--- config.mk ---
export PLATFORM = sky130hd
export DESIGN_NAME = buffer_pool_ownership_manager
export DESIGN_NICKNAME = d
export VERILOG_FILES = /design/src/bpom_pkg.sv /design/src/buffer_pool_ownership_manager.sv
export VERILOG_INCLUDE_DIRS = /design/src /design/src/src
export SDC_FILE = /design/constraint.sdc
export NUM_CORES = 1
export LEC_CHECK = 0
export BUFFER_PORTS_ARGS = -buffer_cell sky130_fd_sc_hd__buf_2
export CORE_ASPECT_RATIO = 0.6
export CORE_UTILIZATION = 40
export CTS_CLUSTER_DIAMETER = 50
export DETAILED_ROUTE_END_ITERATION = 6
export PLACE_DENSITY_LB_ADDON = 0.25
export SETUP_SLACK_MARGIN = 0.02
export SLEW_MARGIN = 0
export SYNTH_ARGS = -nofsm -noshare
export SYNTH_HDL_FRONTEND = slang
export SYNTH_SLANG_ARGS = --single-unit
--- constraint.sdc ---
create_clock -name clk -period 4.3 [get_ports clk]
set_input_delay 0.215 -clock clk [delete_from_list [all_inputs] [get_ports clk]]
set_output_delay 0.215 -clock clk [all_outputs]
set_load 0.05 [all_outputs]
--- src/assert_macros.svh ---
// Assertion macros used by the buffer pool ownership manager
`ifndef ASSERT_MACROS_SVH
`define ASSERT_MACROS_SVH

// same-cycle implication
`define BPOM_ASSERT_SAME(label, ante, cons, msg) \
    label: assert property (@(posedge clk) disable iff (!rst_n) (ante) |-> (cons)) \
        else $error(msg);

// next-cycle implication
`define BPOM_ASSERT_NEXT(label, ante, cons, msg) \
    label: assert property (@(posedge clk) disable iff (!rst_n) (ante) |=> (cons)) \
        else $error(msg);

`endif

--- src/bpom_pkg.sv ---
// Types, codes and helpers for the buffer pool ownership manager
package bpom_pkg;

    localparam int ID_SPACE = 16;
    localparam int ID_W     = 4;
    localparam int CNT_W    = 5;

    typedef enum logic [1:0] {
        OWN_EMPTY     = 2'd0,
        OWN_LOADING   = 2'd1,
        OWN_LOADED    = 2'd2,
        OWN_UNLOADING = 2'd3
    } own_t;

    typedef enum logic [1:0] {
        KIND_TAKE_FREE   = 2'd0,
        KIND_LOADED      = 2'd1,
        KIND_TAKE_LOADED = 2'd2,
        KIND_UNLOADED    = 2'd3
    } kind_t;

    typedef enum logic [1:0] {
        STAT_OK     = 2'd0,
        STAT_CLOSED = 2'd1,
        STAT_NONE   = 2'd2,
        STAT_WRONG  = 2'd3
    } status_t;

    typedef enum logic [1:0] {
        FSM_IDLE = 2'b01,
        FSM_EXEC = 2'b10
    } fsm_t;

    localparam logic REG_POOL_SIZE = 1'b0;
    localparam logic REG_POOL_OPEN = 1'b1;

    // zero acts as one, anything above the limit is clamped to it
    function automatic logic [CNT_W-1:0] eff_size_f(input logic [CNT_W-1:0] s,
                                                    input logic [CNT_W-1:0] lim);
        logic [CNT_W-1:0] r;
        r = s;
        if (s == '0)
            r = CNT_W'(1);
        else if (s > lim)
            r = lim;
        return r;
    endfunction

endpackage

--- src/buffer_pool_ownership_manager.sv ---
// Buffer pool ownership manager: free stack, loaded FIFO and owner table in RAM
// Usage:
//   Input channel (in_valid/in_ready) carries a request word: kind and buffer_id.
//   kind 0 takes a free id, 1 reports an id loaded, 2 takes the oldest loaded id,
//   3 reports an id unloaded. Output channel (out_valid/out_ready) returns one
//   word per request: status, granted_id, pool_full, pool_empty, loaded_count.
//   Config port: cfg_we with cfg_addr 0 (pool_size) or 1 (pool_open) and cfg_data;
//   every write reinitialises the pool to all ids free. Write only while idle.
// Timing:
//   A request is accepted when in_valid and in_ready are high; its RAM reads
//   (stack top, FIFO head, owner entry) land the next cycle, where the word is
//   resolved and written back and the result loaded into the output register,
//   raising out_valid. The next request waits for that write-back (read-then-write).
//   in_ready is low during the write-back cycle, which acts as the interlock.
// Reset:
//   pool_size 16 (clamped to MAX_BUFFERS), pool closed, all ids free; the
//   stack and owner tables use per-entry valid bits, so no clearing pass.
// Stall:
//   A held result keeps out_valid high; the next request may be accepted and
//   waits in the write-back cycle until the output register frees.
`include "assert_macros.svh"

module buffer_pool_ownership_manager
    import bpom_pkg::*;
#(
    parameter int MAX_BUFFERS = 16
)
(
    input  logic             clk,
    input  logic             rst_n,

    input  logic             in_valid,
    output logic             in_ready,
    input  logic [1:0]       kind,
    input  logic [ID_W-1:0]  buffer_id,

    output logic             out_valid,
    input  logic             out_ready,
    output logic [1:0]       status,
    output logic [ID_W-1:0]  granted_id,
    output logic             pool_full,
    output logic             pool_empty,
    output logic [CNT_W-1:0] loaded_count,

    input  logic             cfg_we,
    input  logic             cfg_addr,
    input  logic [CNT_W-1:0] cfg_data
);

    localparam int LIMIT_INT = (MAX_BUFFERS > ID_SPACE) ? ID_SPACE : MAX_BUFFERS;
    localparam logic [CNT_W-1:0] SIZE_LIMIT = CNT_W'(LIMIT_INT);

    // memories
    logic [ID_W-1:0] stack_mem [ID_SPACE];
    logic [ID_W-1:0] fifo_mem  [ID_SPACE];
    logic [1:0]      own_mem   [ID_SPACE];

    fsm_t              fsm_reg, fsm_next;
    logic [CNT_W-1:0]  pool_size_reg, pool_size_next;
    logic              pool_open_reg, pool_open_next;
    logic [CNT_W-1:0]  free_top_reg, free_top_next;
    logic [ID_W-1:0]   ready_head_reg, ready_head_next;
    logic [ID_W-1:0]   ready_tail_reg, ready_tail_next;
    logic [CNT_W-1:0]  ready_count_reg, ready_count_next;
    logic [ID_SPACE-1:0] stack_vld_reg, stack_vld_next;
    logic [ID_SPACE-1:0] own_vld_reg, own_vld_next;

    // captured request and registered read data
    kind_t             kind_reg;
    logic [ID_W-1:0]   bid_reg;
    logic [ID_W-1:0]   stack_rd_reg;
    logic [ID_W-1:0]   fifo_rd_reg;
    logic [1:0]        own_rd_reg;
    logic              stack_rv_reg;
    logic              own_rv_reg;

    logic              out_valid_reg, out_valid_next;
    status_t           status_reg, status_next;
    logic [ID_W-1:0]   grant_reg, grant_next;
    logic              full_reg, empty_reg;
    logic [CNT_W-1:0]  count_out_reg;

    logic              accept;
    logic              done;
    logic [CNT_W-1:0]  eff_size;
    logic [CNT_W-1:0]  cfg_size;
    logic [ID_W-1:0]   top_idx;
    logic [ID_W-1:0]   stack_id;
    own_t              own_cur;

    logic              stack_we;
    logic [ID_W-1:0]   stack_wd;
    logic              fifo_we;
    logic              own_we;
    logic [ID_W-1:0]   own_wa;
    own_t              own_wd;

    logic [CNT_W:0]    held_ids;
    logic              closed_done;
    logic [2*CNT_W+ID_W-1:0] ptr_state;

    assign in_ready  = (fsm_reg == FSM_IDLE);
    assign accept    = in_valid && in_ready;
    assign done      = (fsm_reg == FSM_EXEC) && (!out_valid_reg || out_ready);
    assign eff_size  = eff_size_f(pool_size_reg, SIZE_LIMIT);
    assign top_idx   = ID_W'(free_top_reg - CNT_W'(1));
    assign stack_id  = stack_rv_reg ? stack_rd_reg : top_idx;
    assign own_cur   = own_rv_reg ? own_t'(own_rd_reg) : OWN_EMPTY;

    always_comb
    begin
        pool_size_next   = pool_size_reg;
        pool_open_next   = pool_open_reg;
        free_top_next    = free_top_reg;
        ready_head_next  = ready_head_reg;
        ready_tail_next  = ready_tail_reg;
        ready_count_next = ready_count_reg;
        stack_vld_next   = stack_vld_reg;
        own_vld_next     = own_vld_reg;
        status_next      = STAT_OK;
        grant_next       = '0;
        stack_we         = 1'b0;
        stack_wd         = bid_reg;
        fifo_we          = 1'b0;
        own_we           = 1'b0;
        own_wa           = bid_reg;
        own_wd           = OWN_EMPTY;
        cfg_size         = pool_size_reg;

        if (!pool_open_reg)
        begin
            status_next = STAT_CLOSED;
        end
        else
        begin
            unique case (kind_reg)
                KIND_TAKE_FREE:
                begin
                    if (free_top_reg == '0)
                        status_next = STAT_NONE;
                    else
                    begin
                        free_top_next = free_top_reg - CNT_W'(1);
                        grant_next    = stack_id;
                        own_we        = 1'b1;
                        own_wa        = stack_id;
                        own_wd        = OWN_LOADING;
                    end
                end
                KIND_LOADED:
                begin
                    if (own_cur != OWN_LOADING || ready_count_reg >= CNT_W'(ID_SPACE))
                        status_next = STAT_WRONG;
                    else
                    begin
                        own_we           = 1'b1;
                        own_wd           = OWN_LOADED;
                        fifo_we          = 1'b1;
                        ready_tail_next  = ready_tail_reg + ID_W'(1);
                        ready_count_next = ready_count_reg + CNT_W'(1);
                    end
                end
                KIND_TAKE_LOADED:
                begin
                    if (ready_count_reg == '0)
                        status_next = STAT_NONE;
                    else
                    begin
                        grant_next       = fifo_rd_reg;
                        ready_head_next  = ready_head_reg + ID_W'(1);
                        ready_count_next = ready_count_reg - CNT_W'(1);
                        own_we           = 1'b1;
                        own_wa           = fifo_rd_reg;
                        own_wd           = OWN_UNLOADING;
                    end
                end
                KIND_UNLOADED:
                begin
                    if (own_cur != OWN_UNLOADING || free_top_reg >= CNT_W'(ID_SPACE))
                        status_next = STAT_WRONG;
                    else
                    begin
                        own_we        = 1'b1;
                        own_wd        = OWN_EMPTY;
                        stack_we      = 1'b1;
                        free_top_next = free_top_reg + CNT_W'(1);
                    end
                end
                default:
                begin
                    status_next = STAT_WRONG;
                end
            endcase
        end

        if (!done)
        begin
            free_top_next    = free_top_reg;
            ready_head_next  = ready_head_reg;
            ready_tail_next  = ready_tail_reg;
            ready_count_next = ready_count_reg;
            stack_we         = 1'b0;
            fifo_we          = 1'b0;
            own_we           = 1'b0;
        end
        if (stack_we)
            stack_vld_next[free_top_reg[ID_W-1:0]] = 1'b1;
        if (own_we)
            own_vld_next[own_wa] = 1'b1;

        // any register write reinitialises the pool
        if (cfg_we)
        begin
            if (cfg_addr == REG_POOL_SIZE)
            begin
                pool_size_next = cfg_data;
                cfg_size       = cfg_data;
            end
            else
                pool_open_next = cfg_data[0];
            free_top_next    = eff_size_f(cfg_size, SIZE_LIMIT);
            ready_head_next  = '0;
            ready_tail_next  = '0;
            ready_count_next = '0;
            stack_vld_next   = '0;
            own_vld_next     = '0;
        end
    end

    always_comb
    begin
        fsm_next = fsm_reg;
        unique case (fsm_reg)
            FSM_IDLE: if (accept) fsm_next = FSM_EXEC;
            FSM_EXEC: if (done)   fsm_next = FSM_IDLE;
            default:              fsm_next = FSM_IDLE;
        endcase
    end

    always_comb
    begin
        out_valid_next = out_valid_reg;
        if (done)
            out_valid_next = 1'b1;
        else if (out_ready)
            out_valid_next = 1'b0;
    end

    always_ff @(posedge clk or negedge rst_n)
    begin
        if (!rst_n)
        begin
            fsm_reg         <= FSM_IDLE;
            pool_size_reg   <= CNT_W'(ID_SPACE);
            pool_open_reg   <= 1'b0;
            free_top_reg    <= SIZE_LIMIT;
            ready_head_reg  <= '0;
            ready_tail_reg  <= '0;
            ready_count_reg <= '0;
            stack_vld_reg   <= '0;
            own_vld_reg     <= '0;
            out_valid_reg   <= 1'b0;
        end
        else
        begin
            fsm_reg         <= fsm_next;
            pool_size_reg   <= pool_size_next;
            pool_open_reg   <= pool_open_next;
            free_top_reg    <= free_top_next;
            ready_head_reg  <= ready_head_next;
            ready_tail_reg  <= ready_tail_next;
            ready_count_reg <= ready_count_next;
            stack_vld_reg   <= stack_vld_next;
            own_vld_reg     <= own_vld_next;
            out_valid_reg   <= out_valid_next;
        end
    end

    // request capture and result register
    always_ff @(posedge clk)
    begin
        if (accept)
        begin
            kind_reg     <= kind_t'(kind);
            bid_reg      <= buffer_id;
            stack_rv_reg <= stack_vld_reg[ID_W'(free_top_reg - CNT_W'(1))];
            own_rv_reg   <= own_vld_reg[buffer_id];
        end
        if (done)
        begin
            status_reg    <= status_next;
            grant_reg     <= grant_next;
            full_reg      <= (free_top_next == '0);
            empty_reg     <= (ready_count_next == '0);
            count_out_reg <= ready_count_next;
        end
    end

    // RAMs: reads issued on accept, writes in the write-back cycle
    always_ff @(posedge clk)
    begin
        if (stack_we)
            stack_mem[free_top_reg[ID_W-1:0]] <= stack_wd;
        if (accept)
            stack_rd_reg <= stack_mem[ID_W'(free_top_reg - CNT_W'(1))];
    end

    always_ff @(posedge clk)
    begin
        if (fifo_we)
            fifo_mem[ready_tail_reg] <= bid_reg;
        if (accept)
            fifo_rd_reg <= fifo_mem[ready_head_reg];
    end

    always_ff @(posedge clk)
    begin
        if (own_we)
            own_mem[own_wa] <= own_wd;
        if (accept)
            own_rd_reg <= own_mem[buffer_id];
    end

    assign out_valid    = out_valid_reg;
    assign status       = status_reg;
    assign granted_id   = grant_reg;
    assign pool_full    = full_reg;
    assign pool_empty   = empty_reg;
    assign loaded_count = count_out_reg;

    assign held_ids    = {1'b0, free_top_reg} + {1'b0, ready_count_reg};
    assign closed_done = done && !pool_open_reg && !cfg_we;
    assign ptr_state   = {free_top_reg, ready_count_reg, ready_head_reg};

    `BPOM_ASSERT_SAME(a_pool_conserved, 1'b1, held_ids <= {1'b0, eff_size}, "pool overcommitted")
    `BPOM_ASSERT_NEXT(a_accept_interlock, accept, !in_ready, "accept during write-back")
    `BPOM_ASSERT_NEXT(a_closed_no_change, closed_done, $stable(ptr_state), "closed pool changed")

endmodule
After elaboration in Yosys (flattened, before gate mapping)
Memory sizes are Yosys's and may differ from the RTL's. A register that Yosys moved wholly into a read port is not among the register bits. Cells that the tools add are included.

Flip-flop bits (word level): 80. Word-level logic and storage cells: 156. Output and inout bits: 15. Input port bits: 17. RAM bits: 160. Memories kept: 3.

Memory list: fifo_mem (words 16, bits a word 4, read ports 1, clocked after memory_dff 1, write ports 1, line buffer_pool_ownership_manager.sv:55) `logic [ID_W-1:0] fifo_mem [ID_SPACE];`; stack_mem (words 16, bits a word 4, read ports 1, clocked after memory_dff 1, write ports 1, line buffer_pool_ownership_manager.sv:54) `logic [ID_W-1:0] stack_mem [ID_SPACE];`; own_mem (words 16, bits a word 2, read ports 1, clocked after memory_dff 1, write ports 1, line buffer_pool_ownership_manager.sv:56) `logic [1:0] own_mem [ID_SPACE];`.

Muxes and demuxes: 81. Order comparisons: 9. Equal/unequal tests: 11. Reductions and logical operators: 25. Bitwise gates (word level): 2. Add/sub/neg operators: 6.

Operators by type and width (count): $mux 5 (14); $mux 16 (4); $mux 4 (16); $or 16x16->16 (2); $logic_not 5->1 (5); $mux 1 (25); $lt 4x5->1 const B (4); $mux 2 (10); $pmux 5 s2 (2); $pmux 2 s4 (2); $pmux 4 s2 (2); $reduce_bool 2->1 (7); $add 5x1->5 const B (2); $ge 5x5->1 const B (2); $sub 5x1->5 const B (2); $add 4x1->4 const B (2); $bmux 1 s4 (2); $demux 1 s4 (2); $ge 4x1->1 const B (2); $ne 2x2->1 const B (4); $reduce_and 4->1 (2); $eq 2x2->1 const B (3); $gt 5x5->1 const B (1); $eq 2x1->1 const B (2); other kinds (8) (15).

Logic depth before layout (Yosys ltp)
Word-level depth: 12. Depth in mapped cells: 12. Gate-level depth less buffers: 9.

Worst setup path before layout
OpenSTA, ideal clock, no wires.

Path kind: register -> register. From: reg free_top_reg[0]. To: mem own_mem[15][0], enable pin. Library setup time: 0.350 ns. Path buffers: 3. Slack: 1.040 ns. Arrival: 2.911 ns. Cell stages (with the launch flop): 12. Cells stage by stage: dfrtp_1 clkbuf_1 clkbuf_1 inv_1 ha_1 or4b_4 nand2_4 buf_8 o32a_1 inv_1 o21ai_0 a211oi_1.

Word-level cells in the longest chain between the ends: 8. Elaborated cells between the ends (all ways): 15. Those cells by class: add/sub: 1; order compare: 1; mux: 11; reduce/logical: 2.

RTL lines: start, declared (line buffer_pool_ownership_manager.sv:61) `logic [CNT_W-1:0] free_top_reg, free_top_next;`; start signal, assigned (line buffer_pool_ownership_manager.sv:269) `free_top_reg <= free_top_next;`; $ge 5x5->1 (line buffer_pool_ownership_manager.sv:179) `if (own_cur != OWN_UNLOADING || free_top_reg >= CNT_W'(ID_SPACE))`; $logic_or 1x1->1 (line buffer_pool_ownership_manager.sv:179); $mux 1 (line buffer_pool_ownership_manager.sv:179); $pmux 1 s4 (line buffer_pool_ownership_manager.sv:136) `unique case (kind_reg)`; $mux 1 (line buffer_pool_ownership_manager.sv:130) `if (!pool_open_reg)`; $mux 1 (line buffer_pool_ownership_manager.sv:196) `if (!done)`; $mux 1 (line buffer_pool_ownership_manager.sv:318) `if (own_we)`; $mux 1 (implied by the code) (line buffer_pool_ownership_manager.sv:319) `own_mem[own_wa] <= own_wd;`; end, declared (line buffer_pool_ownership_manager.sv:56).

Parallel ways exist; a longest one is shown, timed or not.

Final worst setup path
From: reg kind_reg[0]. To: reg own_vld_reg[3].

Word-level cells in the longest chain between the ends: 10. Elaborated cells between the ends (all ways): 18. Those cells by class: order compare: 2; eq/ne: 3; mux: 9; bitwise: 1; reduce/logical: 3.

RTL lines: start, declared (line buffer_pool_ownership_manager.sv:69) `kind_t kind_reg;`; start signal, assigned (line buffer_pool_ownership_manager.sv:284) `kind_reg <= kind_t'(kind);`; $eq 2x2->1 or $logic_not 2->1 (tied branches) (line buffer_pool_ownership_manager.sv:136); $pmux 4 s2 (line buffer_pool_ownership_manager.sv:136); $mux 4 (line buffer_pool_ownership_manager.sv:130); $lt 4x5->1 (implied by the code) or $ge 4x1->1 (tied branches) (line buffer_pool_ownership_manager.sv:209) `own_vld_next[own_wa] = 1'b1;`; $logic_and 1x1->1 (implied by the code) (line buffer_pool_ownership_manager.sv:209); $mux 1 (implied by the code) (line buffer_pool_ownership_manager.sv:209); $demux 1 s4 (line buffer_pool_ownership_manager.sv:209); $or 16x16->16 (no line); $mux 16 (line buffer_pool_ownership_manager.sv:208) `if (own_we)`; $mux 16 (line buffer_pool_ownership_manager.sv:212) `if (cfg_we)`; end signal, assigned (line buffer_pool_ownership_manager.sv:274) `own_vld_reg <= own_vld_next;`; end, declared (line buffer_pool_ownership_manager.sv:66) `logic [ID_SPACE-1:0] own_vld_reg, own_vld_next;`.

Parallel ways exist; a longest one is shown, timed or not. The select of a mux whose other input is x is not followed. A chain may end at the register's enable or synchronous reset.

==> metrics <==
status=finished clean; fin cells=about 1100; Worst EP arrival=3.91 ns; Internal Power=between 4 and 5 mW; Startpoint Class=register; PostCTS Resize Cnt=0; f_max=approximately 290 MHz; #FFs+latches synth=250; Post-DP Area=11500 um2; RSZ-0062 raised after global routing=false; hold buffers post-CTS=9; 1st-iter DRT viols=615; Final #Nets=769; main combinational cell family by area after synthesis=multiplexers; CTS Sinks=between 200 and 300; minimum clock period=3.49 ns; Worst Hold Depth=3; H-tree depth=1; worst vdd ir=0.249 mV; die area=28000 um2; Synth Instances=just under 700; TritonRoute pass-1 iters=7; part of the power in the clock network=between 30% and 40%; final HPWL from detailed placement=17.3 mm; Worst EP required=~4.7 ns; vias=about 6300; Antenna diodes=0; cell total after placement=about 1100; Crit-path slowest cell=a221oi_1; sw frac=23.3%; drt drc=0; max-slew violations=0; FF-to-FF path depth=8; synthesized area=10900 um2; CTS buffer count=25; Fin. Hold Viols=0; Layout Area Growth over Synthesis=13.2%; post-DR vias/cell=between 5 and 6; reg-to-reg startpoint=kind_reg[0]$_DFFE_PP_; wire length per cell=22.5 um; Top Ports=32; core area=26600 um2; initial antenna violation count=0; Die Width=~220 um; CTS tree=done; clock root buffer=clkbuf_16; ratio of cells with drive above 1 in the final layout=22.5%; Gate power share=9.4%; final setup skew=0.0122 ns; sequential area share after synthesis=66.0%; design area=12400 um2; R2R Path End=own_vld_reg[3]$_DFFE_PN0P_; Hold Startpoint=out_ready; # setup viols final=0; metal2 WL=10.2 mm; R2R Setup Slk=0.81 ns; vias in the first global route=6205; clk buf depth=3; fillers=2274; crit path max fanout=14; WHS Endpoint=out_valid$_DFFE_PN0P_; starting density of the core=41.0%; Finished Core Util=between 40% and 50%; sequential power share=~51%; Net Count, Synth=between 700 and 800; worst slew pin tran=1.09 ns; Metal-1 WL=12.8 mm; Period Utilization, post-route=81.3%; met3 wire len=roughly 1.9 mm; clock-pin slew on the worst setup and hold paths=0.06 ns; critical path type=register to register; max-cap violation count=0; Die Ht=~130 um; Port Buf Inserts=31; ys flop type=edfxtp_1; Cell Chain, Critical Path=inv_1 -> ha_1 -> o21ai_0 -> a221oi_1 -> o31ai_1 -> o2111ai_1 -> nor2b_1 -> o21ba_2; Routability Congestion=0.882; Min-Delay Path Class=input pin to register; Compound-Gate Fraction of Synth Area=7.39%; Slew headroom=between 20% and 30%; largest net degree at the start of global routing=60; overall routing resource usage=18.4%; post-synthesis xor/xnor area fraction=0.721%; Setup TNS=0 ns; GRT overflow=0; row count=46; Detail Route Antenna Nets=0; mux cell area share after synthesis=13.2%; Switching Power=1.24 mW; top routing layer used=met4; Post-synth ARST share=roughly a quarter; Crit path largest cell delay=0.62 ns; Synth Area in Simple Gates=8.87%; EDFF count, synth=about 190; synth warn=0; first-pass GRT wire length=38.6 mm; pwr dens=between 400 and 500 nW/um2; final wirelength=25.1 mm; Setup Buffers After CTS=0; crit end category=register; clk_lat worst skew=approximately 0.52 ns; Power Total=5.31 mW; Leak Pwr=between 4 and 5 nW; adder-cell area share of the yosys netlist=1.83%; Syn Area/Cell=15.9 um2; Netlist cell types=73
-- metal layers --
metal  vias to the layer above  GRT usage, %
li1                       2805             -
met1                      3278          29.9
met2                       214          24.6
met3                        22          4.66
met4                         0          2.80
met5                         -             0
-- placed cells by master (no fill, tap or decap), drive strengths merged, types with 3 or more instances in the layout --
cell type	instances
and2	17
dfrtp	56
nor3	12
o31ai	7
a21boi	3
inv	19
mux2	5
edfxtp	191
and4	5
o21ai	12
dfstp	3
a21oi	12
nand4	8
o2111ai	4
o21ba	17
mux2i	4
nor2b	10
nand2b	12
buf	45
xor2	5
a211oi	5
o32ai	3
mux4	60
nor2	68
xnor2	4
a31oi	16
dlygate4sd3	9
nor4	5
nand3	8
ha	16
clkbuf	40
nand2	31
-- worst max-delay path, delay by kind of cell, from the launching register on --
kind,cells,cell delay [ns]
AOI/OAI and AO/OA,5,2.10
and+or+nand+nor,1,0.22
adders and majority gates,1,0.54
DFF,1,0.42
buffers and inverters,1,0.11
-- area by class of cell --
class / instances / area (um2) / area share (%)
Timing Repair Buffer: 54 / 350 / 2.83
Multi-Input combinational cell: 387 / 3500 / 28.3
Clock buffer: 40 / 732 / 5.91
Sequential cell: 250 / 7220 / 58.3
Clock inverter: 5 / 55.1 / 0.445
Inverter: 18 / 67.6 / 0.546
Tap cell: 360 / 450 / 3.64
-- cell families after synthesis --
logic type,count (synthesis)
multiplexers,69
XOR/XNOR,9
AO/OA/AOI/OAI,106
buffers and inverters,50
AND/OR/NAND/NOR,187
adder cells (fa/ha/maj),16
flip-flops,250
-- power by group through the flow --
stage	registers [mW]	logic, mW	clock network, mW
after global placement	2.75	0.490	0
after detailed placement	2.75	0.494	0
after global routing	2.71	0.540	2.25
final	2.71	0.498	2.10
after floorplan	2.76	0.317	0
after CTS	2.70	0.501	2.15
-- how the worst max path moves through the flow --
stage / start / to / slack (ns)
5_1_grt: kind_reg[0]$_DFFE_PP_ / own_vld_reg[7]$_DFFE_PN0P_ / 0.55
3_5_place_dp: kind_reg[0]$_DFFE_PP_ / own_vld_reg[11]$_DFFE_PN0P_ / 0.96
2_1_floorplan: free_top_reg[0]$_DFF_PN0_ / own_mem[15][0]$_DFFE_PP_ / 1.04
4_1_cts: kind_reg[0]$_DFFE_PP_ / own_vld_reg[11]$_DFFE_PN0P_ / 0.95
3_3_place_gp: kind_reg[0]$_DFFE_PP_ / own_mem[11][0]$_DFFE_PP_ / 1.05
6_report: kind_reg[0]$_DFFE_PP_ / own_vld_reg[3]$_DFFE_PN0P_ / 0.81
-- metrics by stage --
stage	hold WS [ns]	setup WS [ns]
after detailed placement	0.417	0.955
final	0.0670	0.806
after global routing	0.0727	0.555
after floorplan	-0.0806	1.04
after global placement	0.415	1.05
after CTS	0.0484	0.950
-- cell usage after synthesis, types with 3 or more instances --
library cell	instances	area [um2]
edfxtp_1	191	5740
nor2_1	66	248
mux4_2	60	1350
dfrtp_1	56	1400
nand2_1	30	113
clkbuf_1	22	82.6
and2_1	17	106
inv_1	17	63.8
a31oi_1	16	100
ha_1	16	200
o21ba_2	14	140
a21oi_1	12	60.1
nand2b_1	12	75.1
nor3_1	12	60.1
o21ai_0	12	60.1
nor2b_1	9	56.3
nand3_1	8	40.0
nand4_1	8	50.1
o31ai_1	7	52.6
a211oi_1	5	37.5
and4_1	5	43.8
mux2_2	5	56.3
nor4_1	5	31.3
xor2_1	5	43.8
buf_1	4	15.0
mux2i_1	4	40.0
o2111ai_1	4	35.0
xnor2_1	4	35.0
a21boi_0	3	22.5
dfstp_2	3	78.8
o21ba_1	3	30.0
o32ai_1	3	26.3
(Power assumes the default switching activity.)
